[src/rtl/pvi_pkg.sv]
`default_nettype none
package pvi_pkg;

    localparam int FRAC_BITS    = 32;
    localparam int CORDIC_STEPS = 32;
    localparam int SCALE_FRAC   = 48;
    localparam int ANG_FRAC     = 30;
    localparam int CFG_IDX_W    = 2;
    localparam int STEP_W       = 7;

    localparam logic [CFG_IDX_W-1:0] CFG_MASS  = 2'd0;
    localparam logic [CFG_IDX_W-1:0] CFG_DT    = 2'd1;
    localparam logic [CFG_IDX_W-1:0] CFG_SCALE = 2'd2;

    localparam logic [2:0] FUNC_KICK_DRIFT = 3'd0;
    localparam logic [2:0] FUNC_KICK       = 3'd1;
    localparam logic [2:0] FUNC_ROTATE     = 3'd2;
    localparam logic [2:0] FUNC_LOAD_POS   = 3'd3;
    localparam logic [2:0] FUNC_LOAD_VEL   = 3'd4;

    localparam logic signed [33:0] GAIN_Q30    = 34'sd652032874;
    localparam logic signed [33:0] PI_Q30      = 34'sd3373259426;
    localparam logic signed [33:0] HALF_PI_Q30 = 34'sd1686629713;

    typedef struct packed {
        logic [2:0]         func;
        logic signed [63:0] vec_x;
        logic signed [63:0] vec_y;
        logic signed [63:0] vec_z;
        logic signed [31:0] angle;
    } in_item_t;

    typedef struct packed {
        logic signed [63:0] pos_x;
        logic signed [63:0] pos_y;
        logic signed [63:0] pos_z;
        logic signed [63:0] vel_x;
        logic signed [63:0] vel_y;
        logic signed [63:0] vel_z;
        logic               saturated;
    } out_item_t;

    typedef enum logic [3:0] {
        ST_IDLE,
        ST_KICK_MUL,
        ST_KICK_DIV,
        ST_KICK_ADD,
        ST_SD_MUL,
        ST_DRIFT_MUL,
        ST_DRIFT_ADD,
        ST_CORDIC,
        ST_TURN_MUL,
        ST_TURN_ADD,
        ST_DONE
    } state_t;

    // product unit: 64x64 unsigned, 32x32 partial per cycle
    typedef struct packed {
        logic         start;
        logic [63:0]  a;
        logic [63:0]  b;
    } mul_req_t;

    typedef struct packed {
        logic         done;
        logic [127:0] p;
    } mul_rsp_t;

    function automatic logic signed [33:0] atan_q30(input logic [STEP_W-1:0] i);
        logic signed [33:0] r;
        begin
            case (i)
                7'd0: r = 34'sh3243F6A8;
                7'd1: r = 34'sh1DAC6705;
                7'd2: r = 34'sh0FADBAFC;
                7'd3: r = 34'sh07F56EA6;
                7'd4: r = 34'sh03FEAB76;
                7'd5: r = 34'sh01FFD55B;
                7'd6: r = 34'sh00FFFAAA;
                7'd7: r = 34'sh007FFF55;
                7'd8: r = 34'sh003FFFEA;
                7'd9: r = 34'sh001FFFFD;
                default:
                    if (i < 7'd30)
                        r = (34'sd1 <<< (7'd30 - i)) - 34'sd1;
                    else
                        r = '0;
            endcase
            return r;
        end
    endfunction

    function automatic logic [63:0] fit64(input logic [127:0] s, output logic clip);
        begin
            clip = (s[127:63] != {65{1'b0}}) && (s[127:63] != {65{1'b1}});
            if (!clip)
                return s[63:0];
            return s[127] ? 64'h8000_0000_0000_0000 : 64'h7FFF_FFFF_FFFF_FFFF;
        end
    endfunction

endpackage
`default_nettype wire

[src/rtl/pvi_mul.sv]
`default_nettype none
module pvi_mul
    import pvi_pkg::*;
(
    input  wire logic     clk,
    input  wire logic     rst_n,
    input  wire mul_req_t req,
    output mul_rsp_t      rsp
);

    logic [1:0]   step_reg, step_next;
    logic         busy_reg, busy_next;
    logic [63:0]  a_reg, b_reg;
    logic [127:0] acc_reg, acc_next;
    logic [31:0]  pa, pb;
    logic [63:0]  pp;
    logic [127:0] pp_sh;
    logic         done_reg, done_next;

    always_comb
    begin
        pa = step_reg[1] ? a_reg[63:32] : a_reg[31:0];
        pb = step_reg[0] ? b_reg[63:32] : b_reg[31:0];
        pp = 64'(pa) * 64'(pb);
        pp_sh = 128'(pp) << (7'(step_reg[1]) * 7'd32 + 7'(step_reg[0]) * 7'd32);
    end

    always_comb
    begin
        busy_next = busy_reg;
        step_next = step_reg;
        acc_next  = acc_reg;
        done_next = 1'b0;
        if (req.start)
        begin
            busy_next = 1'b1;
            step_next = '0;
            acc_next  = '0;
        end
        else if (busy_reg)
        begin
            acc_next  = acc_reg + pp_sh;
            step_next = step_reg + 2'd1;
            if (step_reg == 2'd3)
            begin
                busy_next = 1'b0;
                done_next = 1'b1;
            end
        end
    end

    always_ff @(posedge clk or negedge rst_n)
    begin
        if (!rst_n)
        begin
            busy_reg <= 1'b0;
            step_reg <= '0;
            done_reg <= 1'b0;
        end
        else
        begin
            busy_reg <= busy_next;
            step_reg <= step_next;
            done_reg <= done_next;
        end
    end

    always_ff @(posedge clk)
    begin
        acc_reg <= acc_next;
        if (req.start)
        begin
            a_reg <= req.a;
            b_reg <= req.b;
        end
    end

    assign rsp.done = done_reg;
    assign rsp.p    = acc_reg;

endmodule
`default_nettype wire

[config.mk]
export PLATFORM = sky130hd
export DESIGN_NAME = pvi_mul
export DESIGN_NICKNAME = d
export VERILOG_FILES = /design/src/rtl/pvi_pkg.sv /design/src/rtl/pvi_mul.sv
export SDC_FILE = /design/constraint.sdc
export NUM_CORES = 2
export LEC_CHECK = 0
export BUFFER_PORTS_ARGS = -buffer_cell sky130_fd_sc_hd__buf_2
export CAP_MARGIN = 0
export CORE_MARGIN = 4
export CORE_UTILIZATION = 27
export CTS_BUF_LIST = sky130_fd_sc_hd__clkbuf_8
export DETAILED_ROUTE_END_ITERATION = 12
export SLEW_MARGIN = 20
export SYNTH_ARGS = -nofsm -noshare
export SYNTH_HDL_FRONTEND = slang
export SYNTH_SLANG_ARGS = --single-unit
[constraint.sdc]
create_clock -name clk -period 33.2 [get_ports clk]
set_input_delay 1.66 -clock clk [delete_from_list [all_inputs] [get_ports clk]]
set_output_delay 1.66 -clock clk [all_outputs]
set_load 0.01 [all_outputs]
==> flow_summary.toml <==
[detailed_routing]
drt_pass1_iterations = 6
via_per_inst = 5.034
drc = 0
antenna_left = 0
routedWlPerCell_um = 22.06
wl_mm = 184.2
vias = 42030
drt-initial-drc-count = 3164

[logic_synthesis]
postSynthCellCount = 5753
synth_area_leaders = "fa_1 (36%), ha_1 (9.7%), edfxtp_1 (7.6%)"
synth_ff_type = "edfxtp_1"
syn-num-nets = 7172
synth_edf_count = 128
syn_area_um2 = 50460
synth_top_cell_by_area = "fa_1"
async_reset_ff_frac = 0.01538
synth-seq-cells = 260
postSynthAreaPerCell_um2 = 8.771
ys_seq_area_frac = 0.1289
yosysUniqueCellTypes = 84
yosysTopAreaCellShare = 0.3559
yosys_warnings = 0

[min_path]
hp-class = "flip-flop to flip-flop"
holdPathStages = 1

[finish]
seq_area_um2 = 6518
syn_to_final_growth_pct = 10.16
fillers = 19570
layout_common_cells = "inv_1 (906), fa_1 (897), nor2_1 (845)"
nets = 7249
multiInputGateArea_um2 = 39630
final_common_cell = "inv_1"
drive_gt1_frac = 0.09719
largest_register_ffs = 128

[grt]
grt_use_total = 0.1885
grt_pass1_vias = 44350
antenna_found_initial = 1
grt_max_degree = 75
grt_pass1_wl_mm = 278.2
grt_overflow_total = 0

[timing]
setup_viol = 0
slew_viol_final = 0
fin_tns_setup_ns = 0
fmax_mhz = 69.44
timing.final.crit_share = 0.4337
fin_skew_ns = 0.1122
final-hold-violation-count = 0
setup_ws_ns = 18.80
tightest_slew_ns = 1.093
period_needed_ns = 14.40
slew_headroom = 0.2506
rsz0062_at_grt = "no"

[place]
place_ws_ns = 19.02
io_buffers = 259
gp_congestion = 0.9409
hpwl_mm = 154.3

[critical_path]
slowest_stage = "mux2i_4"
critPathMaxFanout = 32
path_class = "flip-flop to flip-flop"
cp.required_ns = 33.80
cp.depth = 41
critical-path-max-stage-delay_ns = 0.99
crit_family = "adder cells"
worstSetupStartpointType = "flip-flop"
critPathBufInv = 4
arrival_ns = 15.01
worst_setup_path_end_kind = "flip-flop"
reg2regPathDepth = 41
critPathMostFrequentCell = "fa_1"

[die]
die_w_um = 440.3
io_pins = 260
die_h_um = 440.3
fp.coreArea_um2 = 185600
die_area_um2 = 193900
rows = 158
start_util = 0.2718

[clocking]
cts.sinks = 260
root_buffer = "clkbuf_8"
hold_buffers = 0
cts_resized = 0
insertion_delay_ns = 0.75
path_clk_slew_ns = 0.07
cts_made_buffers = 51
cts_tree = "yes"
htree_levels = 2
cts_setup_buffers = 0
cts_buffer_depth = 3

[outcome]
status = "finished clean"

[job]
drv_cap = 0
## area by class of cell
class / instances / area share
clock buffers: 57 / 0.01411
inverters: 896 / 0.06051
flip-flops and latches: 260 / 0.1173
well taps: 2480 / 0.05582
diodes: 4 / 0.0001801
repair buffers: 342 / 0.03471
clock inverters: 31 / 0.004457
multi-input cells: 4279 / 0.7130
## path summary, 6_finish.rpt
check	from	slack, ns	endpoint
setup / recovery	step_reg[0]	18.80	acc_reg[127]
hold reg to reg	acc_reg[113]	0.52	acc_reg[113]
min in group asynchronous	rst_n	0.76	busy_reg
hold / removal	acc_reg[113]	0.52	acc_reg[113]
max in group asynchronous	rst_n	32.22	step_reg[0]
setup reg to reg	step_reg[0]	18.80	acc_reg[127]
## stage by stage
step | std cells | util | instance area (um2) | hold slack (ns)
CTS | 8345 | 0.2994 | 55580 | 0.5324
global route | 8345 | 0.2994 | 55580 | 0.5572
finish | 8349 | 0.2994 | 55590 | 0.5220
detailed placement | 8257 | 0.2938 | 54540 | 0.5088
global placement | 8257 | 0.2938 | 54540 | 0.4901
floorplan | 5753 | - | 50460 | 0.5019
## synth_stat cells (all sizes together) (51+ instances only)
cell    instances
a21o          126
a21oi         266
and2           51
clkbuf        292
dfxtp         128
edfxtp        128
fa            897
ha            391
inv           895
mux2           71
mux2i         145
nand2         625
nand4          76
nor2          848
o21ai         134
xnor2         113
xor2           68
## kinds of logic after synthesis
| logic type | synth area share |
|---|---|
| xor gates and xnor gates | 0.03142 |
| adders and majority gates | 0.4528 |
| AOI/OAI and AO/OA | 0.1036 |
| buffers and inverters | 0.09048 |
| and+or+nand+nor | 0.1482 |
| DFF | 0.1289 |
| muxes | 0.04461 |
## routing by layer
layer / GRT usage / wire, um / up-vias / share of wire
met4: 0.08988 / 10670 / 2 / 0.058
met3: 0.02910 / 12760 / 433 / 0.069
met1: 0.2293 / 71370 / 21340 / 0.39
met2: 0.3254 / 89390 / 1770 / 0.49
li1: - / - / 18490 / -
met5: 0 / 13 / - / 0.000071
Power is not shown: default switching activity piles up to over one toggle a cycle in this logic, so the estimate is an artifact.
